## src/hw/rtl/icf_pkg.sv

```systemverilog
// Shared types and constants for the inverse color transform finalize unit.
// No dependencies; used by every module of the block.
package icf_pkg;

  // Default elaboration values
  localparam int FRAC_BITS_DEF   = 4;
  localparam int COEF_BITS_DEF   = 16;
  localparam int SAMPLE_BITS_DEF = 24;

  // Fixed field widths
  localparam int OUT_W      = 17;
  localparam int CFG_IDX_W  = 3;
  localparam int CFG_DATA_W = 17;
  localparam int SHIFT_W    = 5;
  localparam int ROUND_W    = 15;
  localparam int DC_W       = 16;
  localparam int LANES      = 3;

  // Register indexes on the configuration channel
  typedef enum logic [CFG_IDX_W-1:0] {
    REG_MODE  = 3'd0,
    REG_SHIFT = 3'd1,
    REG_ROUND = 3'd2,
    REG_DC    = 3'd3,
    REG_MIN   = 3'd4,
    REG_MAX   = 3'd5
  } reg_idx_t;

  typedef enum logic {
    MODE_RCT = 1'b0,
    MODE_ICT = 1'b1
  } mode_t;

  typedef struct packed {
    mode_t                      mode;
    logic signed [SHIFT_W-1:0]  shift;
    logic        [ROUND_W-1:0]  round;
    logic        [DC_W-1:0]     dc;
    logic signed [OUT_W-1:0]    min_val;
    logic signed [OUT_W-1:0]    max_val;
  } cfg_t;

  // Reset values
  localparam logic signed [SHIFT_W-1:0] SHIFT_RESET = '0;
  localparam logic        [ROUND_W-1:0] ROUND_RESET = '0;
  localparam logic        [DC_W-1:0]    DC_RESET    = '0;
  localparam logic signed [OUT_W-1:0]   MIN_RESET   = 17'sd0;
  localparam logic signed [OUT_W-1:0]   MAX_RESET   = 17'sd255;

endpackage

```

## src/hw/rtl/icf_regs.sv

```systemverilog
// Configuration register file of the inverse color transform finalize unit.
// Depends on icf_pkg.
module icf_regs (
  input  logic                             clk,
  input  logic                             rst,
  input  logic                             cfg_valid,
  output logic                             cfg_ready,
  input  logic [icf_pkg::CFG_IDX_W-1:0]    cfg_index,
  input  logic [icf_pkg::CFG_DATA_W-1:0]   cfg_data,
  output icf_pkg::cfg_t                    cfg
);

  icf_pkg::cfg_t regs;

  // Writes are always accepted
  assign cfg_ready = 1'b1;
  assign cfg       = regs;

  // Register writes; unknown indexes are dropped
  always_ff @(posedge clk) begin
    if (rst) begin
      regs.mode    <= icf_pkg::MODE_RCT;
      regs.shift   <= icf_pkg::SHIFT_RESET;
      regs.round   <= icf_pkg::ROUND_RESET;
      regs.dc      <= icf_pkg::DC_RESET;
      regs.min_val <= icf_pkg::MIN_RESET;
      regs.max_val <= icf_pkg::MAX_RESET;
    end else if (cfg_valid) begin
      case (icf_pkg::reg_idx_t'(cfg_index))
        icf_pkg::REG_MODE:  regs.mode    <= icf_pkg::mode_t'(cfg_data[0]);
        icf_pkg::REG_SHIFT: regs.shift   <= cfg_data[icf_pkg::SHIFT_W-1:0];
        icf_pkg::REG_ROUND: regs.round   <= cfg_data[icf_pkg::ROUND_W-1:0];
        icf_pkg::REG_DC:    regs.dc      <= cfg_data[icf_pkg::DC_W-1:0];
        icf_pkg::REG_MIN:   regs.min_val <= cfg_data[icf_pkg::OUT_W-1:0];
        icf_pkg::REG_MAX:   regs.max_val <= cfg_data[icf_pkg::OUT_W-1:0];
        default: ;
      endcase
    end
  end

endmodule

```

## src/hw/rtl/icf_xform.sv

```systemverilog
// Color transform pipeline, stages 1 to 3: inverse RCT and fixed-point inverse ICT.
// Depends on icf_pkg; feeds icf_final.
module icf_xform #(
  parameter int FRAC_BITS   = icf_pkg::FRAC_BITS_DEF,
  parameter int COEF_BITS   = icf_pkg::COEF_BITS_DEF,
  parameter int SAMPLE_BITS = icf_pkg::SAMPLE_BITS_DEF
) (
  input  logic                                               clk,
  input  logic                                               rst,
  input  icf_pkg::cfg_t                                      cfg,
  input  logic                                               in_valid,
  output logic                                               in_ready,
  input  logic signed [SAMPLE_BITS-1:0]                      y_in,
  input  logic signed [SAMPLE_BITS-1:0]                      cb_in,
  input  logic signed [SAMPLE_BITS-1:0]                      cr_in,
  input  logic                                               in_last,
  output logic                                               out_valid,
  input  logic                                               out_ready,
  output logic [icf_pkg::LANES-1:0][SAMPLE_BITS+3:0]         out_x,
  output logic                                               out_last
);

  localparam int KW  = COEF_BITS + 2;           // coefficient width, signed
  localparam int PRW = SAMPLE_BITS + KW;        // product width
  localparam int PW  = SAMPLE_BITS + COEF_BITS + 3; // ICT sum width
  localparam int RW  = SAMPLE_BITS + 1;         // rounded integer width
  localparam int GW  = SAMPLE_BITS + 3;         // RCT green width
  localparam int XW  = SAMPLE_BITS + 4;         // stage 3 result width
  localparam int TS  = FRAC_BITS + COEF_BITS;   // truncating shift

  localparam longint ONE    = longint'(1) << COEF_BITS;
  localparam longint KCRR_L = (1402 * ONE + 500) / 1000;
  localparam longint KCRG_L = (714136 * ONE + 500000) / 1000000;
  localparam longint KCBG_L = (344136 * ONE + 500000) / 1000000;
  localparam longint KCBB_L = (1772 * ONE + 500) / 1000;

  localparam logic signed [KW-1:0] K_CR_R = KW'(KCRR_L);
  localparam logic signed [KW-1:0] K_CR_G = KW'(KCRG_L);
  localparam logic signed [KW-1:0] K_CB_G = KW'(KCBG_L);
  localparam logic signed [KW-1:0] K_CB_B = KW'(KCBB_L);

  localparam logic signed [RW-1:0] HALF       = RW'((longint'(1) << FRAC_BITS) >> 1);
  localparam logic signed [PW-1:0] TRUNC_BIAS = PW'((longint'(1) << TS) - 1);
  localparam logic signed [PW-1:0] ZERO_PW    = '0;

  // Stage valids and per-stage ready
  logic v1, v2, v3;
  logic rdy1, rdy2, rdy3;

  assign rdy3      = !v3 || out_ready;
  assign rdy2      = !v2 || rdy3;
  assign rdy1      = !v1 || rdy2;
  assign in_ready  = rdy1;
  assign out_valid = v3;

  always_ff @(posedge clk) begin
    if (rst) begin
      v1 <= 1'b0;
      v2 <= 1'b0;
      v3 <= 1'b0;
    end else begin
      if (rdy1) v1 <= in_valid;
      if (rdy2) v2 <= v1;
      if (rdy3) v3 <= v2;
    end
  end

  // ---------------- Stage 1: coefficient products, input rounding
  logic signed [PRW-1:0] p_crr_n, p_crg_n, p_cbg_n, p_cbb_n;
  logic signed [RW-1:0]  iy_n, icb_n, icr_n;

  assign p_crr_n = cr_in * K_CR_R;
  assign p_crg_n = cr_in * K_CR_G;
  assign p_cbg_n = cb_in * K_CB_G;
  assign p_cbb_n = cb_in * K_CB_B;

  // round to nearest, ties up
  assign iy_n  = (RW'(y_in)  + HALF) >>> FRAC_BITS;
  assign icb_n = (RW'(cb_in) + HALF) >>> FRAC_BITS;
  assign icr_n = (RW'(cr_in) + HALF) >>> FRAC_BITS;

  logic signed [PRW-1:0]         p_crr1, p_crg1, p_cbg1, p_cbb1;
  logic signed [SAMPLE_BITS-1:0] y1;
  logic signed [RW-1:0]          iy1, icb1, icr1;
  logic                          last1;

  always_ff @(posedge clk) begin
    if (rdy1 && in_valid) begin
      p_crr1 <= p_crr_n;
      p_crg1 <= p_crg_n;
      p_cbg1 <= p_cbg_n;
      p_cbb1 <= p_cbb_n;
      y1     <= y_in;
      iy1    <= iy_n;
      icb1   <= icb_n;
      icr1   <= icr_n;
      last1  <= in_last;
    end
  end

  // ---------------- Stage 2: ICT sums, RCT green
  logic signed [PW-1:0] ys;
  logic signed [PW-1:0] f_n [icf_pkg::LANES];
  logic signed [GW-1:0] cbcr_sum;
  logic signed [GW-1:0] g_n;

  assign ys     = PW'(y1) <<< COEF_BITS;
  assign f_n[0] = ys + PW'(p_crr1);
  assign f_n[1] = ys - PW'(p_crg1) - PW'(p_cbg1);
  assign f_n[2] = ys + PW'(p_cbb1);

  assign cbcr_sum = GW'(icb1) + GW'(icr1);
  assign g_n      = GW'(iy1) - (cbcr_sum >>> 2);

  logic signed [PW-1:0] f2 [icf_pkg::LANES];
  logic signed [GW-1:0] g2;
  logic signed [RW-1:0] icb2, icr2;
  logic                 last2;

  always_ff @(posedge clk) begin
    if (rdy2 && v1) begin
      f2    <= f_n;
      g2    <= g_n;
      icb2  <= icb1;
      icr2  <= icr1;
      last2 <= last1;
    end
  end

  // ---------------- Stage 3: truncate toward zero, RCT red/blue, mode select
  logic signed [PW-1:0] f_bias [icf_pkg::LANES];
  logic signed [PW-1:0] f_int  [icf_pkg::LANES];
  logic signed [XW-1:0] rct    [icf_pkg::LANES];
  logic [icf_pkg::LANES-1:0][XW-1:0] x_n;

  assign rct[0] = XW'(icr2) + XW'(g2);
  assign rct[1] = XW'(g2);
  assign rct[2] = XW'(icb2) + XW'(g2);

  for (genvar i = 0; i < icf_pkg::LANES; i++) begin : g_lane
    assign f_bias[i] = f2[i] + (f2[i][PW-1] ? TRUNC_BIAS : ZERO_PW);
    assign f_int[i]  = f_bias[i] >>> TS;
    assign x_n[i]    = (cfg.mode == icf_pkg::MODE_ICT) ? XW'(f_int[i]) : rct[i];
  end

  always_ff @(posedge clk) begin
    if (rdy3 && v2) begin
      out_x    <= x_n;
      out_last <= last2;
    end
  end

endmodule

```

## src/hw/rtl/icf_final.sv

```systemverilog
// Finalize pipeline, stages 4 and 5: ICT shift, DC offset and clamp, three lanes.
// Depends on icf_pkg; its stage 5 register is the unit's output register.
module icf_final #(
  parameter int SAMPLE_BITS = icf_pkg::SAMPLE_BITS_DEF
) (
  input  logic                                               clk,
  input  logic                                               rst,
  input  icf_pkg::cfg_t                                      cfg,
  input  logic                                               in_valid,
  output logic                                               in_ready,
  input  logic [icf_pkg::LANES-1:0][SAMPLE_BITS+3:0]         in_x,
  input  logic                                               in_last,
  output logic                                               out_valid,
  input  logic                                               out_ready,
  output logic [icf_pkg::LANES-1:0][icf_pkg::OUT_W-1:0]      out_data,
  output logic                                               out_last
);

  localparam int XW = SAMPLE_BITS + 4;
  localparam int YW = XW + 17;    // room for a left shift by up to 16
  localparam int ZW = YW + 1;

  logic v4, v5;
  logic rdy4, rdy5;

  assign rdy5      = !v5 || out_ready;
  assign rdy4      = !v4 || rdy5;
  assign in_ready  = rdy4;
  assign out_valid = v5;

  always_ff @(posedge clk) begin
    if (rst) begin
      v4 <= 1'b0;
      v5 <= 1'b0;
    end else begin
      if (rdy4) v4 <= in_valid;
      if (rdy5) v5 <= v4;
    end
  end

  // ---------------- Stage 4: shift (ICT only)
  logic signed [YW-1:0] rnd_e;
  logic [4:0]           shl_amt;
  logic                 do_shr, do_shl;

  assign rnd_e   = YW'(cfg.round);
  assign shl_amt = 5'(-cfg.shift);
  assign do_shr  = (cfg.mode == icf_pkg::MODE_ICT) && !cfg.shift[4] && (cfg.shift != '0);
  assign do_shl  = (cfg.mode == icf_pkg::MODE_ICT) && cfg.shift[4];

  logic signed [YW-1:0] xe    [icf_pkg::LANES];
  logic signed [YW-1:0] rsum  [icf_pkg::LANES];
  logic signed [YW-1:0] sh_n  [icf_pkg::LANES];
  logic signed [YW-1:0] sh4   [icf_pkg::LANES];
  logic                 last4;

  for (genvar i = 0; i < icf_pkg::LANES; i++) begin : g_shift
    assign xe[i]   = YW'($signed(in_x[i]));
    assign rsum[i] = xe[i] + rnd_e;
    always_comb begin
      if (do_shr) begin
        sh_n[i] = rsum[i] >>> cfg.shift[3:0];
      end else if (do_shl) begin
        sh_n[i] = xe[i] <<< shl_amt;
      end else begin
        sh_n[i] = xe[i];
      end
    end
  end

  always_ff @(posedge clk) begin
    if (rdy4 && in_valid) begin
      sh4   <= sh_n;
      last4 <= in_last;
    end
  end

  // ---------------- Stage 5: DC offset, clamp to max then min
  logic signed [ZW-1:0] dc_e, hi_e, lo_e;
  logic                 hi_below_lo;

  assign dc_e        = ZW'(cfg.dc);
  assign hi_e        = ZW'(cfg.max_val);
  assign lo_e        = ZW'(cfg.min_val);
  assign hi_below_lo = cfg.max_val < cfg.min_val;

  logic signed [ZW-1:0]              z     [icf_pkg::LANES];
  logic [icf_pkg::LANES-1:0]         gt, lt;
  logic [icf_pkg::LANES-1:0][icf_pkg::OUT_W-1:0] clamp_n;

  for (genvar i = 0; i < icf_pkg::LANES; i++) begin : g_clamp
    assign z[i]  = ZW'(sh4[i]) + dc_e;
    assign gt[i] = z[i] > hi_e;
    assign lt[i] = gt[i] ? hi_below_lo : (z[i] < lo_e);
    always_comb begin
      if (lt[i]) begin
        clamp_n[i] = cfg.min_val;
      end else if (gt[i]) begin
        clamp_n[i] = cfg.max_val;
      end else begin
        clamp_n[i] = z[i][icf_pkg::OUT_W-1:0];
      end
    end
  end

  always_ff @(posedge clk) begin
    if (rdy5 && v4) begin
      out_data <= clamp_n;
      out_last <= last4;
    end
  end

endmodule

```

## src/hw/rtl/inverse_color_transform_finalize_unit.sv

```systemverilog
// Inverse color transform with finalize: Y/Cb/Cr pixel in, clamped R/G/B pixel out.
// Throughput one pixel per cycle sustained while m_tready is high; five stages:
// products, sums, truncate/select, shift, offset/clamp. Each stage has its own valid
// and ready, so bubbles close up.
// Reset (synchronous, active high) empties the pipeline and restores register defaults.
// Depends on icf_pkg, icf_regs, icf_xform, icf_final.
module inverse_color_transform_finalize_unit #(
  parameter int FRAC_BITS   = icf_pkg::FRAC_BITS_DEF,
  parameter int COEF_BITS   = icf_pkg::COEF_BITS_DEF,
  parameter int SAMPLE_BITS = icf_pkg::SAMPLE_BITS_DEF
) (
  input  logic                                        clk,
  input  logic                                        rst,
  // pixel input
  input  logic                                        s_tvalid,
  output logic                                        s_tready,
  // y_sample, cb_sample, cr_sample (low to high), zero pad to bytes
  input  logic [((3*SAMPLE_BITS+7)/8)*8-1:0]          s_tdata,
  input  logic                                        s_tlast,   // last_in_row
  // pixel output
  output logic                                        m_tvalid,
  input  logic                                        m_tready,
  // red, green, blue (low to high), zero pad to bytes
  output logic [((3*icf_pkg::OUT_W+7)/8)*8-1:0]       m_tdata,
  output logic                                        m_tlast,   // row_done
  // configuration writes
  input  logic                                        cfg_valid,
  output logic                                        cfg_ready,
  input  logic [icf_pkg::CFG_IDX_W-1:0]               cfg_index,
  input  logic [icf_pkg::CFG_DATA_W-1:0]              cfg_data
);

  localparam int XW     = SAMPLE_BITS + 4;
  localparam int DW_OUT = ((3*icf_pkg::OUT_W+7)/8)*8;

  icf_pkg::cfg_t cfg;

  icf_regs u_regs (
    .clk       (clk),
    .rst       (rst),
    .cfg_valid (cfg_valid),
    .cfg_ready (cfg_ready),
    .cfg_index (cfg_index),
    .cfg_data  (cfg_data),
    .cfg       (cfg)
  );

  // Unpack the input transaction
  logic signed [SAMPLE_BITS-1:0] y_sample, cb_sample, cr_sample;

  assign y_sample  = $signed(s_tdata[SAMPLE_BITS-1:0]);
  assign cb_sample = $signed(s_tdata[2*SAMPLE_BITS-1:SAMPLE_BITS]);
  assign cr_sample = $signed(s_tdata[3*SAMPLE_BITS-1:2*SAMPLE_BITS]);

  logic                                xf_valid, xf_ready, xf_last;
  logic [icf_pkg::LANES-1:0][XW-1:0]   xf_x;

  icf_xform #(
    .FRAC_BITS   (FRAC_BITS),
    .COEF_BITS   (COEF_BITS),
    .SAMPLE_BITS (SAMPLE_BITS)
  ) u_xform (
    .clk       (clk),
    .rst       (rst),
    .cfg       (cfg),
    .in_valid  (s_tvalid),
    .in_ready  (s_tready),
    .y_in      (y_sample),
    .cb_in     (cb_sample),
    .cr_in     (cr_sample),
    .in_last   (s_tlast),
    .out_valid (xf_valid),
    .out_ready (xf_ready),
    .out_x     (xf_x),
    .out_last  (xf_last)
  );

  logic [icf_pkg::LANES-1:0][icf_pkg::OUT_W-1:0] rgb;

  icf_final #(
    .SAMPLE_BITS (SAMPLE_BITS)
  ) u_final (
    .clk       (clk),
    .rst       (rst),
    .cfg       (cfg),
    .in_valid  (xf_valid),
    .in_ready  (xf_ready),
    .in_x      (xf_x),
    .in_last   (xf_last),
    .out_valid (m_tvalid),
    .out_ready (m_tready),
    .out_data  (rgb),
    .out_last  (m_tlast)
  );

  // Lane 0 red sits in the low bits
  assign m_tdata = DW_OUT'(rgb);

endmodule

```

## config.mk

```make
export PLATFORM = sky130hd
export DESIGN_NAME = inverse_color_transform_finalize_unit
export DESIGN_NICKNAME = d
export VERILOG_FILES = /design/src/hw/rtl/icf_pkg.sv /design/src/hw/rtl/icf_regs.sv /design/src/hw/rtl/icf_xform.sv /design/src/hw/rtl/icf_final.sv /design/src/hw/rtl/inverse_color_transform_finalize_unit.sv
export SDC_FILE = /design/constraint.sdc
export NUM_CORES = 2
export LEC_CHECK = 0
export BUFFER_PORTS_ARGS = -buffer_cell sky130_fd_sc_hd__buf_2
export CAP_MARGIN = 40
export CORE_MARGIN = 4
export CORE_UTILIZATION = 55
export DETAILED_ROUTE_END_ITERATION = 6
export GPL_TIMING_DRIVEN = 0
export PLACE_DENSITY = 0.75
export SLEW_MARGIN = 20
export SYNTH_ARGS = -nofsm -noshare
export SYNTH_HDL_FRONTEND = slang
export SYNTH_HIERARCHICAL = 1
export SYNTH_SLANG_ARGS = --single-unit
```

## constraint.sdc

```tcl
create_clock -name clk -period 32.8 [get_ports clk]
set_input_delay 1.64 -clock clk [delete_from_list [all_inputs] [get_ports clk]]
set_output_delay 1.64 -clock clk [all_outputs]
set_load 0.01 [all_outputs]
```

# Yosys cells after proc, flatten, opt, wreduce, memory -nomap -nowiden
# Cells that the tools add are included.
# W data, S select, Z words.
[word_totals]
regBits = 794
inputBits = 98
output_inout_bits = 60
wordCells = 130
[classes]
add_sub_neg = 21
multipliers = 4
order_cmp = 7
eq_ne = 5
shifts = 6
n_mux = 21
n_reduce_logical = 27
[op_table]
columns = ["operator", "n"]
rows = [
  ["$mux W45", 6],
  ["$add A45 B17 Y46", 3],
  ["$gt A46 B17 Y1", 3],
  ["$lt A46 B17 Y1", 3],
  ["$sshl A28 B5 Y45", 3],
  ["$sshr A45 B4 Y45", 3],
  ["$add A43 B43 Y43", 3],
  ["$mux W17", 6],
  ["$add A28 B16 Y29", 3],
  ["$add A40 B42 Y43", 2],
  ["$mux W28", 3],
  ["$mul A24 B16 Y40 const B", 2],
  ["$add A24 B5 Y25 const B", 3],
  ["$mux W20", 3],
  ["$add A21 B22 Y23", 2],
  ["$sub A42 B40 Y43", 1],
  ["$mul A24 B18 Y42 const B", 1],
  ["$sub A40 B41 Y42", 1],
  ["$mul A24 B17 Y41 const B", 1],
  ["$add A21 B21 Y22", 1],
  ["$sub A21 B20 Y22", 1],
  ["$lt A17 B17 Y1", 1],
  ["$reduce_and A2 Y1", 6],
  ["$logic_and A1 B1 Y1", 8],
  ["9 further kinds", 22],
]

# Logic depth before layout (Yosys ltp)
[logic_depth]
word_depth = 7
ltp_mapped = 25
depth_no_buf = 24

# Modules after synthesis
# Netlist, hierarchy kept.
[by_module_without_submodules]
columns = ["mod", "instances", "cells_each", "area_per_inst_um2"]
rows = [
  ["icf_xform", 1, 5283, 55139.1],
  ["icf_final", 1, 3920, 31589.0],
  ["icf_regs", 1, 270, 2910.3],
  ["inverse_color_transform_finalize_unit", 1, 6, 41.3],
]

# Worst setup path after synthesis
# Ideal clock, no wire load.
[synth_timing]
path_type = "input port to flip-flop"
start = "input port m_tready"
end = "register u_xform/f2[100] in the netlist's numbering (enable)"
setup_time_ps = 1038
arrival_time_ps = 15704
required_time_ps = 31762
path_slack_ps = 16058
path_stages = 4
n_path_buf = 0
cell_sequence = "nor2b_1 nand2_1 nor2b_1 a21boi_0"
[synth_via]
elab_chain_len = 5
[synth_rtl]
columns = ["element", "line", "rtl"]
rows = [
  ["start, declared", "inverse_color_transform_finalize_unit.sv:22", "input logic m_tready,"],
  ["$logic_or A1 B1 Y1", "icf_final.sv:26", "assign rdy5 = !v5 || out_ready;"],
  ["$logic_or A1 B1 Y1", "icf_final.sv:27", "assign rdy4 = !v4 || rdy5;"],
  ["named net xf_ready", "inverse_color_transform_finalize_unit.sv:55", "logic xf_valid, xf_ready, xf_last;"],
  ["$logic_or A1 B1 Y1", "icf_xform.sv:50", "assign rdy3 = !v3 || out_ready;"],
  ["$logic_or A1 B1 Y1", "icf_xform.sv:51", "assign rdy2 = !v2 || rdy3;"],
  ["$logic_and A1 B1 Y1", "icf_xform.sv:121", "if (rdy2 && v1) begin"],
  ["end signal, assigned", "icf_xform.sv:122", "f2 <= f_n;"],
  ["end, declared", "icf_xform.sv:115", "logic signed [PW-1:0] f2 [icf_pkg::LANES];"],
]
# The timed path passes the listed nets, and every way through them passes these cells.
# A chain may end at the register's enable or synchronous reset.

==> reports/qor.txt <==
Worst-Margin Slew - 1.125 ns
relative slew slack - 0.2502
DR iter-0 viols - 8005
worst r2r src - u_regs/cfg[35]$_SDFFE_PP0P_
CTS max path bufs - 3
CP startpoint kind - register
final setup TNS - 0 ns
drt drc - 2
Final Setup Violations - 0
Top FF cell, synth - edfxtp_1
RSZ-0062 raised after global routing - false
wire length per cell after detailed routing - 30.09 um
family with the most delay on the worst path - compound AO/OA/AOI/OAI gates
met2 track demand over resource - 0.6821
GRT Residual Overflow - 0
Min-Delay Startpoint - u_xform/p_cbb1[13]$_DFFE_PP_
Pleak - 43.67 nW
global-route wire length before repair - 523.8 mm
# Max-Cap Violations - 0
synthesized area per cell - 9.461 um^2
critical path, cell by cell - inv_1, fa_1, nor2b_1, o21ai_0, a21oi_1, o21ai_0, a21oi_1, o2111a_1, o21a_1, clkbuf_1, nand3_1, xnor2_1, ha_1, nand4_1, nor3_1, nand4_1, a31oi_1, a2111oi_1, clkbuf_2, and4b_1, nor3_2, nor2_1, clkbuf_1, a221o_1
Cell Area, Placed - 0.09474 mm^2
met1 global-route usage - 0.4853
RR Endpoint - u_final/out_data[22]$_DFFE_PP_
Hold-fix buffers, CTS - 0
Tcrit/Tclk final - 0.2595
GRT Total Usage - 0.4238
synth warn - 6
status - finished with violations
busiest metal layer after global routing - met2
slowest CP cell - a31oi_1
met3 usage - 0.08248
antenna-violating nets left - 0
post-synthesis sequential area ratio - 0.2487
R2R depth - 24
GP Congestion - 1.093
Crit path depth - 24
placed insts - 11.90k
vias in the first global route - 78.14k
Commonest cells post-synth - 1213 x inv_1, 1165 x ha_1, 692 x edfxtp_1
Die W - 411.8 um
Peak VDD IR - 241.4 uV
Multi-input gate area - 0.06146 mm^2
hpwl dp - 299.9 mm
Yosys reg bits - 768
post-CTS setup buffer count - 0
Via-to-Cell Ratio - 6.463
R2R Setup Slk - 24.29 ns
Crit. Startpoint - u_regs/cfg[35]$_SDFFE_PP0P_
Top-Level Pins - 158
hold-critical path endpoint - u_xform/f2[13]$_DFFE_PP_
clock root cell - clkbuf_16
initial antenna violation count - 23
# H-tree levels - 3
Seq. cell area - 0.02230 mm^2
crit path capture type - register
Die Height - 411.8 um
Worst Path Arrival - 8.95 ns
Max FO, Critical Path - 10
asr flop ratio synth - 0
worst path bufs/invs - 4
clk_lat worst skew - 0.73 ns
Port-buffer cells - 150
final net count - 11.70k
Max Clock Skew - 0.05530 ns
WL final - 364.1 mm
Netlist cell types - 123
area of the die - 0.1696 mm^2
CTS sink count - 768
TritonCTS buffer count - 86
Synth area leaders - edfxtp_1 23%, ha_1 16%, fa_1 13%, inv_1 5.1%, xnor2_1 4.2%
Synth area leader - edfxtp_1
Synth Instances - 9479
Tmin final - 8.511 ns
f_max - 117.5 MHz
Req. time, crit path - 33.24 ns
Post-synth EDFFs - 692
layout cells sized above 1 - 0.07127
Area Overhead vs Synth - 9.084%
Post-Syn Area - 0.08968 mm^2
cell row count - 147
power density cells - 92.56 mW/mm^2
worst hold path class - register to register
most common cell in the synthesized netlist - inv_1
Slew Viols, Final - 0
Worst-path clk slew - 0.06 ns
CTS tree - built
largest net degree at the start of global routing - 73
First-pass DRT Iterations - 7
# resized after CTS - 0
CP Class - register to register
Initial Util - 0.5560
max incr delay on CP - 0.66 ns
worst hold stages - 0
total number of vias - 78.19k
fillers - 13.57k
number of failing hold endpoints at the final stage - 0
violated checks - design-rule violations
Final Cell Area - 0.09783 mm^2
post-route insts no fill - 12.10k
Core Footprint - 0.1613 mm^2
share of the synthesized area in the top cell type - 0.2317
==> power breakdown <==
part / internal [mW] / total [mW] / switching, mW
registers: 1.59 / 1.75 / 0.162
logic: 2.54 / 6.31 / 3.78
clock network: 0.568 / 0.991 / 0.423
total: 4.69 / 9.05 / 4.36
==> metal layers <==
layer,up-vias,wire (um)
li1,34470,-
met1,38068,130500
met2,4277,164300
met3,1357,30030
met4,18,39100
met5,-,138
==> layout by cell type, fill, tap and decap left out, types with 97 or more instances in the layout <==
| master | instances |
|---|---|
| nand2b_1 | 171 |
| a21oi_1 | 659 |
| nand2_1 | 601 |
| xor2_1 | 176 |
| o21ai_0 | 419 |
| clkbuf_1 | 243 |
| o21a_1 | 104 |
| fa_1 | 581 |
| inv_1 | 1211 |
| edfxtp_1 | 692 |
| nor2_1 | 544 |
| mux2i_1 | 214 |
| xnor2_1 | 426 |
| nand4_1 | 127 |
| a31oi_1 | 105 |
| ha_1 | 1165 |
| buf_2 | 212 |
| and3_1 | 97 |
| nand3_1 | 195 |
| a211oi_1 | 114 |
| nor3_1 | 107 |
| a21o_1 | 287 |
==> logic make-up after synthesis <==
group / count (synthesis) / share of synthesized area
AO/OA/AOI/OAI: 2284 / 0.1670
XOR/XNOR: 602 / 0.05879
adder cells (fa/ha/maj): 1746 / 0.2922
buffers and inverters: 1549 / 0.06676
flip-flops: 768 / 0.2487
multiplexers: 323 / 0.04590
other: 2 / 0.00008374
AND/OR/NAND/NOR: 2205 / 0.1206
==> registers in the layout, summed over array words and instances, names as in the netlist, 22 cells and up <==
signal and cells:
u_final/sh4 135, u_xform/f2 127, u_regs/cfg 71, u_xform/out_x 69
u_final/out_data 51, u_xform/p_crr1 42, u_xform/p_cbg1 40, u_xform/p_cbb1 38
u_xform/p_crg1 34, u_xform/y1 24, u_xform/g2 22
==> worst max path at each step <==
stage	end	slack (ns)
finish	u_final/out_data[22]$_DFFE_PP_	24.29
global route	u_xform/p_cbb1[40]$_DFFE_PP_	24.20
CTS	u_final/out_data[22]$_DFFE_PP_	24.19
detailed placement	u_xform/p_cbb1[40]$_DFFE_PP_	23.90
global placement	u_xform/last2$_DFFE_PP_	10.35
floorplan	u_xform/f2[100]$_DFFE_PP_	16.06
==> layout make-up <==
type                    count  area share
clock buffers             106     0.02309
repair buffers            280     0.02495
inverters                1216     0.04671
multi-input cells        7166      0.6282
plain buffers             333     0.01458
clock inverters            51    0.006382
well taps                2160     0.02763
diodes                     18   0.0004604
flip-flops and latches    768      0.2280
==> through the flow <==
step | setup WS (ns) | hold WS, ns | utilization | power [mW]
6_report | 24.29 | 0.4167 | 0.6065 | 9.055
5_1_grt | 24.20 | 0.4233 | 0.6062 | 9.737
2_1_floorplan | 16.06 | 0.4003 | - | 6.169
4_1_cts | 24.19 | 0.4174 | 0.6052 | 8.931
3_3_place_gp | 10.35 | 0.4018 | 0.5775 | 7.690
3_5_place_dp | 23.90 | 0.4045 | 0.5873 | 7.885
(Power assumes the default switching activity.)
